[config.mk]
export PLATFORM = sky130hd
export DESIGN_NAME = ill_ctrl
export DESIGN_NICKNAME = d
export VERILOG_FILES = /design/src/hw/rtl/ill_pkg.sv /design/src/hw/rtl/ill_ctrl.sv
export SDC_FILE = /design/constraint.sdc
export NUM_CORES = 1
export LEC_CHECK = 0
export BUFFER_PORTS_ARGS = -buffer_cell sky130_fd_sc_hd__buf_2
export CAP_MARGIN = 20
export CORE_UTILIZATION = 48
export CTS_BUF_LIST = sky130_fd_sc_hd__clkbuf_8
export DETAILED_ROUTE_END_ITERATION = 10
export PLACE_DENSITY_LB_ADDON = 0.1
export RECOVER_POWER = 25
export SYNTH_ARGS = -nofsm -noshare
export SYNTH_HDL_FRONTEND = slang
export SYNTH_SLANG_ARGS = --single-unit
[constraint.sdc]
create_clock -name clk -period 2.5 [get_ports clk]
set_input_delay 0.125 -clock clk [delete_from_list [all_inputs] [get_ports clk]]
set_output_delay 0.125 -clock clk [all_outputs]
set_load 0.03 [all_outputs]
[src/hw/rtl/ill_pkg.sv]
// Package for the indexed linked list engine: request and response types,
// the token that runs down the cell chain, and the shared sizing constants.
// No dependencies.
package ill_pkg;

  // Sizing of the list. The cell index, the position and the count are
  // the fixed widths of the request and response fields.
  localparam int CAPACITY = 128;
  localparam int IDX_W    = 7;
  localparam int CNT_W    = 8;
  localparam int DATA_W   = 32;

  // Commands as they arrive in a request.
  typedef enum logic [2:0] {
    CMD_GET    = 3'd0,
    CMD_SET    = 3'd1,
    CMD_APPEND = 3'd2,
    CMD_INSERT = 3'd3,
    CMD_REMOVE = 3'd4,
    CMD_SEARCH = 3'd5
  } ill_cmd_t;

  // Response status codes.
  typedef enum logic [1:0] {
    STAT_OK    = 2'd0,
    STAT_RANGE = 2'd1,
    STAT_FULL  = 2'd2
  } ill_status_t;

  // What each cell does when the token passes it.
  typedef enum logic [2:0] {
    OP_READ   = 3'd0,
    OP_SET    = 3'd1,
    OP_INSERT = 3'd2,
    OP_REMOVE = 3'd3,
    OP_SEARCH = 3'd4
  } ill_op_t;

  // Controller state.
  typedef enum logic [1:0] {
    S_IDLE = 2'd0,
    S_BUSY = 2'd1,
    S_DONE = 2'd2
  } ill_state_t;

  // One request on the input channel.
  typedef struct packed {
    logic [2:0]               command;
    logic [IDX_W-1:0]         position;
    logic signed [DATA_W-1:0] value;
  } ill_in_t;

  // One result on the output channel.
  typedef struct packed {
    logic [1:0]               status;
    logic signed [DATA_W-1:0] data_out;
    logic                     found;
    logic [IDX_W-1:0]         found_position;
    logic [CNT_W-1:0]         list_length;
  } ill_out_t;

  // Token handed from cell to cell, one cell per cycle.
  typedef struct packed {
    logic              valid;
    ill_op_t           op;
    logic [IDX_W-1:0]  idx;       // index of the cell that sees the token
    logic [IDX_W-1:0]  pos;       // target list position
    logic [CNT_W-1:0]  count;     // list length before the command
    logic [DATA_W-1:0] key;       // value to write or to look for
    logic [DATA_W-1:0] carry;     // value being read out or shifted along
    logic              found;
    logic [IDX_W-1:0]  found_pos;
  } ill_tok_t;

endpackage

[src/hw/rtl/ill_ctrl.sv]
// Controller of the list engine: checks each request against the length,
// launches the token into the cell chain and holds the response.
// Depends on ill_pkg.
module ill_ctrl
  import ill_pkg::*;
(
  input  logic     clk,
  input  logic     rst_n,
  input  logic     in_valid,
  output logic     in_stall,
  input  ill_in_t  in_req,
  output logic     out_valid,
  input  logic     out_stall,
  output ill_out_t out_rsp,
  output ill_tok_t launch,
  input  ill_tok_t chain_tok
);

  ill_state_t       state_r;
  ill_state_t       state_nxt;
  logic [CNT_W-1:0] count_r;
  logic [CNT_W-1:0] count_nxt;
  ill_cmd_t         cmd_r;
  ill_cmd_t         cmd_nxt;
  ill_out_t         rsp_r;
  ill_out_t         rsp_nxt;
  ill_tok_t         launch_r;
  ill_tok_t         launch_nxt;
  logic             take;
  logic             pos_bad;
  logic             full;
  logic             direct;
  ill_status_t      direct_stat;

  // A new request is taken when idle or as the waiting response leaves.
  assign in_stall = !((state_r == S_IDLE) || ((state_r == S_DONE) && !out_stall));
  assign take     = in_valid && !in_stall;
  assign pos_bad  = ({1'b0, in_req.position} >= count_r);
  assign full     = (count_r == CNT_W'(CAPACITY));

  // Next state, token launch and response.
  always_comb begin
    state_nxt   = state_r;
    count_nxt   = count_r;
    cmd_nxt     = cmd_r;
    rsp_nxt     = rsp_r;
    launch_nxt  = '0;
    direct      = 1'b0;
    direct_stat = STAT_OK;

    case (state_r)
      S_IDLE: begin
      end
      S_BUSY: begin
        // Token is back from the last cell: build the response.
        if (chain_tok.valid) begin
          rsp_nxt.status         = STAT_OK;
          rsp_nxt.data_out       = '0;
          rsp_nxt.found          = chain_tok.found;
          rsp_nxt.found_position = chain_tok.found_pos;
          case (cmd_r)
            CMD_GET, CMD_SET: begin
              rsp_nxt.data_out = chain_tok.carry;
            end
            CMD_REMOVE: begin
              rsp_nxt.data_out = chain_tok.carry;
              count_nxt        = count_r - CNT_W'(1);
            end
            CMD_APPEND, CMD_INSERT: begin
              count_nxt = count_r + CNT_W'(1);
            end
            default: begin
            end
          endcase
          rsp_nxt.list_length = count_nxt;
          state_nxt           = S_DONE;
        end
      end
      S_DONE: begin
        if (!out_stall) state_nxt = S_IDLE;
      end
      default: begin
        state_nxt = S_IDLE;
      end
    endcase

    // Start of a new request.
    if (take) begin
      cmd_nxt          = ill_cmd_t'(in_req.command);
      launch_nxt.pos   = in_req.position;
      launch_nxt.count = count_r;
      launch_nxt.key   = in_req.value;
      case (ill_cmd_t'(in_req.command))
        CMD_GET: begin
          launch_nxt.op = OP_READ;
          if (pos_bad) begin
            direct      = 1'b1;
            direct_stat = STAT_RANGE;
          end
        end
        CMD_SET: begin
          launch_nxt.op = OP_SET;
          if (pos_bad) begin
            direct      = 1'b1;
            direct_stat = STAT_RANGE;
          end
        end
        CMD_REMOVE: begin
          launch_nxt.op = OP_REMOVE;
          if (pos_bad) begin
            direct      = 1'b1;
            direct_stat = STAT_RANGE;
          end
        end
        CMD_INSERT: begin
          launch_nxt.op    = OP_INSERT;
          launch_nxt.carry = in_req.value;
          if (pos_bad) begin
            direct      = 1'b1;
            direct_stat = STAT_RANGE;
          end else if (full) begin
            direct      = 1'b1;
            direct_stat = STAT_FULL;
          end
        end
        CMD_APPEND: begin
          // An append is an insert at the list end.
          launch_nxt.op    = OP_INSERT;
          launch_nxt.pos   = count_r[IDX_W-1:0];
          launch_nxt.carry = in_req.value;
          if (full) begin
            direct      = 1'b1;
            direct_stat = STAT_FULL;
          end
        end
        CMD_SEARCH: begin
          launch_nxt.op = OP_SEARCH;
        end
        default: begin
          // Unused command codes change nothing and answer ok.
          direct = 1'b1;
        end
      endcase

      if (direct) begin
        rsp_nxt.status         = direct_stat;
        rsp_nxt.data_out       = '0;
        rsp_nxt.found          = 1'b0;
        rsp_nxt.found_position = '0;
        rsp_nxt.list_length    = count_r;
        launch_nxt.valid       = 1'b0;
        state_nxt              = S_DONE;
      end else begin
        launch_nxt.valid = 1'b1;
        state_nxt        = S_BUSY;
      end
    end
  end

  // Control registers.
  always_ff @(posedge clk) begin
    if (!rst_n) begin
      state_r        <= S_IDLE;
      count_r        <= '0;
      launch_r.valid <= 1'b0;
    end else begin
      state_r  <= state_nxt;
      count_r  <= count_nxt;
      launch_r <= launch_nxt;
    end
  end

  // Payload registers.
  always_ff @(posedge clk) begin
    cmd_r <= cmd_nxt;
    rsp_r <= rsp_nxt;
  end

  assign out_valid = (state_r == S_DONE);
  assign out_rsp   = rsp_r;
  assign launch    = launch_r;

endmodule

==> impl_metrics.xml <==
<?xml version="1.0" encoding="UTF-8"?>
<metrics>
  <group name="final_layout">
    <metric name="seqCellArea" unit="sq mm">0.003774</metric>
    <metric name="syn2layout_area_growth" unit="%">40.93</metric>
    <metric name="post_layout_net_count" unit="">990</metric>
    <metric name="final_core_util" unit="%">70.10</metric>
    <metric name="stdcell_area" unit="sq mm">0.008526</metric>
    <metric name="combined_area_of_the_multi_input_logic_cells" unit="sq mm">0.002056</metric>
    <metric name="fill_cells" unit="">897</metric>
    <metric name="drive_above_1_share" unit="%">34.20</metric>
    <metric name="antenna_cells" unit="">0</metric>
  </group>
  <group name="global_routing">
    <metric name="grt_max_degree" unit="">46</metric>
    <metric name="globalRouteMet3Util" unit="%">6.564</metric>
    <metric name="grt_busiest_layer" unit="">met2</metric>
    <metric name="antenna_violations_before_repair" unit="">0</metric>
    <metric name="globalRouteTotalUtil" unit="%">23.82</metric>
    <metric name="grt_pass1_wl" unit="um">23770</metric>
    <metric name="grtUsageMet1" unit="%">28.04</metric>
    <metric name="grt.met2_usage" unit="%">40.81</metric>
    <metric name="globalRouteOverflowTotal" unit="">0</metric>
    <metric name="grt_pass1_vias" unit="">4986</metric>
  </group>
  <group name="drt">
    <metric name="detail_route.wl_per_cell" unit="um">15.01</metric>
    <metric name="antenna_nets_post_route" unit="">0</metric>
    <metric name="initial_drc_count" unit="">425</metric>
    <metric name="drcViolationCount" unit="">0</metric>
    <metric name="firstDrtPassIters" unit="">5</metric>
    <metric name="via_per_inst" unit="">5.014</metric>
    <metric name="postRouteWirelength" unit="um">15200</metric>
    <metric name="dr_total_vias" unit="">5079</metric>
  </group>
  <group name="setup_path">
    <metric name="reg2reg_start" unit="">count_r[0]$_SDFFE_PN0P_</metric>
    <metric name="worst_r2r_endpoint" unit="">state_r[1]$_SDFFE_PN0P_</metric>
    <metric name="path_max_fanout" unit="">21</metric>
    <metric name="timing.critical_path.arrival" unit="ps">2670</metric>
    <metric name="criticalPathCategory" unit="">reg2reg</metric>
    <metric name="critical_path_required" unit="ps">2820</metric>
    <metric name="r2r_setup_slack" unit="ps">150</metric>
    <metric name="cp_cell_sequence" unit="">ha_1 -&gt; nand2b_1 -&gt; a2111o_1 -&gt; a311oi_2 -&gt; a211oi_4 -&gt; buf_4 -&gt; buf_12 -&gt; nor3_1 -&gt; nor3_2</metric>
    <metric name="timing.critical_path.to" unit="">state_r[1]$_SDFFE_PN0P_</metric>
    <metric name="worst_r2r_path_depth" unit="">9</metric>
    <metric name="cp-start-kind" unit="">flip-flop</metric>
    <metric name="worstSetupStartpoint" unit="">count_r[0]$_SDFFE_PN0P_</metric>
    <metric name="worstSetupEndpointType" unit="">flip-flop</metric>
    <metric name="worst_path_largest_cell_delay" unit="ps">470</metric>
    <metric name="cp_slowest_cell" unit="">sky130_fd_sc_hd__a2111o_1</metric>
  </group>
  <group name="sta">
    <metric name="hold_slack" unit="ps">29.53</metric>
    <metric name="rsz0062_at_grt" unit="">false</metric>
    <metric name="finalWorstSetupSlack" unit="ps">149.7</metric>
    <metric name="timing.slew.headroom" unit="%">19.74</metric>
    <metric name="timing_max_transition_violations_final" unit="">0</metric>
    <metric name="period_minus_slack" unit="ps">2350</metric>
    <metric name="fin_setup_tns" unit="ps">0</metric>
    <metric name="report.final.setup_viol" unit="">0</metric>
    <metric name="clock-skew-final" unit="ps">10.73</metric>
    <metric name="hold_viol" unit="">0</metric>
    <metric name="highest_clock_rate" unit="MHz">425.5</metric>
    <metric name="share_of_the_clock_period_used_by_the_worst_path" unit="%">94.01</metric>
    <metric name="worstMarginPinSlew" unit="ps">1204</metric>
  </group>
  <group name="cts">
    <metric name="cts_root_buffer" unit="">sky130_fd_sc_hd__clkbuf_8</metric>
    <metric name="clock_insertion_delay_worst_skew" unit="ps">440</metric>
    <metric name="cts-htree-levels" unit="">4</metric>
    <metric name="tritoncts.num_buffers" unit="">17</metric>
    <metric name="path_clk_slew" unit="ps">80</metric>
    <metric name="cts_tree" unit="">built</metric>
    <metric name="cts.sink_count" unit="">146</metric>
    <metric name="cts_buffer_depth" unit="">2</metric>
  </group>
  <group name="worst_hold_path">
    <metric name="timing.hold.worst.class" unit="">in2reg</metric>
  </group>
  <group name="power_and_ir_drop">
    <metric name="power.share.sequential" unit="%">47.5</metric>
    <metric name="power_switching_share" unit="%">27.76</metric>
    <metric name="net_switching" unit="mW">1.613</metric>
    <metric name="peak_supply_drop" unit="mV">0.3973</metric>
    <metric name="cell_internal_pwr" unit="mW">4.198</metric>
    <metric name="power.share.combinational" unit="%">18.2</metric>
    <metric name="clock_network_power_share" unit="%">34.3</metric>
    <metric name="powerDensity" unit="mW/mm^2">681.6</metric>
    <metric name="leakagePower" unit="nW">3.871</metric>
  </group>
  <group name="placed_design">
    <metric name="dpl.hpwl" unit="um">10250</metric>
    <metric name="globalplace.congestion" unit="">0.8131</metric>
    <metric name="detailed_place.area" unit="sq mm">0.007458</metric>
    <metric name="preCtsSetupSlack" unit="ps">105.2</metric>
    <metric name="port-buffer-count" unit="">221</metric>
  </group>
  <group name="yosys">
    <metric name="synth_cells" unit="">524</metric>
    <metric name="synth.distinct_cells" unit="">54</metric>
    <metric name="synth.top_cells.by_area" unit="">sky130_fd_sc_hd__edfxtp_1 42%, sky130_fd_sc_hd__dfxtp_1 20%, sky130_fd_sc_hd__a22oi_1 4.2%, sky130_fd_sc_hd__nor2_1 3.8%, sky130_fd_sc_hd__and2_1 3.6%</metric>
    <metric name="post-synth-top-area-fraction" unit="%">42.19</metric>
    <metric name="synth_most_common_cell" unit="">sky130_fd_sc_hd__edfxtp_1</metric>
    <metric name="synth_seq_cells" unit="">146</metric>
    <metric name="synthArstFlopShare" unit="%">0</metric>
    <metric name="synthesized_area" unit="sq mm">0.006050</metric>
    <metric name="synth-seq-area-share" unit="%">62.38</metric>
    <metric name="post-synth-top-area-cell" unit="">sky130_fd_sc_hd__edfxtp_1</metric>
    <metric name="ys_dominant_reg_cell" unit="">sky130_fd_sc_hd__edfxtp_1</metric>
    <metric name="synth_edf_count" unit="">85</metric>
    <metric name="synth.avg_cell_area" unit="sq um">11.54</metric>
    <metric name="yosysWarnings" unit="">0</metric>
    <metric name="synthTopCellsByCount" unit="">85 x sky130_fd_sc_hd__edfxtp_1, 61 x sky130_fd_sc_hd__dfxtp_1, 61 x sky130_fd_sc_hd__nor2_1</metric>
  </group>
  <group name="floorplanning">
    <metric name="die-area" unit="sq mm">0.01306</metric>
    <metric name="start_util" unit="%">49.74</metric>
    <metric name="chipHeight" unit="um">114.3</metric>
    <metric name="ioPinCount" unit="">294</metric>
    <metric name="placementRows" unit="">40</metric>
    <metric name="die_w" unit="um">114.3</metric>
    <metric name="coreArea" unit="sq mm">0.01216</metric>
  </group>
  <group name="job">
    <metric name="max_cap_violations" unit="">0</metric>
  </group>
  <group name="status">
    <metric name="run_status" unit="">complete, no violations</metric>
  </group>
</metrics>
[final cells by class]
type                            count  share of cell area (%)
Multi-Input combinational cell    333                   24.11
Tap cell                          168                   2.466
Clock inverter                     14                   2.143
Timing Repair Buffer              320                   23.50
Sequential cell                   146                   44.26
Clock buffer                       18                   2.906
Inverter                           14                  0.6164
[power by group through the flow]
stage / registers, mW / logic (mW) / clock network (mW)
floorplan: 3.10 / 0.355 / 0
global route: 2.77 / 1.14 / 2.13
CTS: 2.75 / 1.06 / 2.03
global placement: 2.80 / 0.962 / 0
detailed placement: 2.81 / 0.976 / 0
finish: 2.76 / 1.06 / 2.00
[sequential cells by signal, summed over array words and instances, names as in the netlist]
| register | cells |
|---|---|
| launch | 83 |
| count_r | 8 |
| out_rsp | 50 |
| state_r | 2 |
| cmd_r | 3 |
[layout by cell type, fill, tap and decap left out, types with 3 or more instances in the layout]
cell	n
sky130_fd_sc_hd__edfxtp_1	85
sky130_fd_sc_hd__clkbuf_8	18
sky130_fd_sc_hd__nor2_1	61
sky130_fd_sc_hd__mux2i_1	9
sky130_fd_sc_hd__buf_4	32
sky130_fd_sc_hd__dfxtp_1	61
sky130_fd_sc_hd__xnor2_1	4
sky130_fd_sc_hd__inv_4	4
sky130_fd_sc_hd__and3_1	32
sky130_fd_sc_hd__a22oi_1	34
sky130_fd_sc_hd__nor3_1	3
sky130_fd_sc_hd__nor2b_1	4
sky130_fd_sc_hd__a211oi_1	3
sky130_fd_sc_hd__conb_1	15
sky130_fd_sc_hd__buf_2	211
sky130_fd_sc_hd__o22ai_1	4
sky130_fd_sc_hd__o21ai_0	7
sky130_fd_sc_hd__a21oi_1	27
sky130_fd_sc_hd__ha_1	13
sky130_fd_sc_hd__dlygate4sd3_1	64
sky130_fd_sc_hd__o22a_1	3
sky130_fd_sc_hd__nand2_1	33
sky130_fd_sc_hd__clkbuf_1	11
sky130_fd_sc_hd__nand2b_1	4
sky130_fd_sc_hd__nand3_1	3
sky130_fd_sc_hd__inv_1	14
sky130_fd_sc_hd__bufinv_16	4
sky130_fd_sc_hd__and2_1	35
sky130_fd_sc_hd__nor2b_2	3
[metal layers]
metal	up-vias	routed length [um]
met4	0	414
met1	2361	6109
met5	-	0
met3	34	1057
li1	2462	-
met2	222	7621
[critical path: cells and delay by family (launching register included)]
family,cells,cell delay (ps)
DFF,1,320
AOI/OAI and AO/OA,3,930
buffers and inverters,2,300
and+or+nand+nor,3,410
adders and majority gates,1,260
[timing repair]
item,in CTS,in global routing
setup endpoints to repair,0,18
buffers inserted,0,2
endpoints found under the hold margin,64,0
hold buffers,64,0
gates resized for setup,0,1
[worst min path at each step]
stage                  startpoint                  endpoint  slack [ps]  cells past startpoint
global route            in_req[4]  launch[44]$_SDFFCE_PN0P_         0.4                      2
floorplan              in_req[39]        cmd_r[0]$_DFFE_PP_         220                      0
global placement     chain_tok[8]       out_rsp[16]$_DFF_P_         360                      3
CTS                    in_req[14]  launch[54]$_SDFFCE_PN0P_         0.5                      2
detailed placement  chain_tok[29]       out_rsp[37]$_DFF_P_         370                      3
finish                 in_req[14]  launch[54]$_SDFFCE_PN0P_          30                      2
[through the flow]
| step | std cells | power, mW |
|---|---|---|
| after detailed placement | 915 | 3.784 |
| after global routing | 1013 | 6.045 |
| after floorplan | 538 | 3.451 |
| after global placement | 915 | 3.766 |
| final | 1013 | 5.811 |
| after CTS | 1011 | 5.842 |
[cells by family after synthesis]
logic type / Yosys count / share of synthesized area, %
AO/OA/AOI/OAI: 97 / 11.02
XOR/XNOR: 5 / 0.7239
adder cells (fa/ha/maj): 14 / 3.020
buffers and inverters: 59 / 4.840
flip-flops: 146 / 62.38
multiplexers: 9 / 1.489
other: 1 / 0.06199
AND/OR/NAND/NOR: 193 / 16.46
Note: power is estimated with default switching activity, not from simulation.
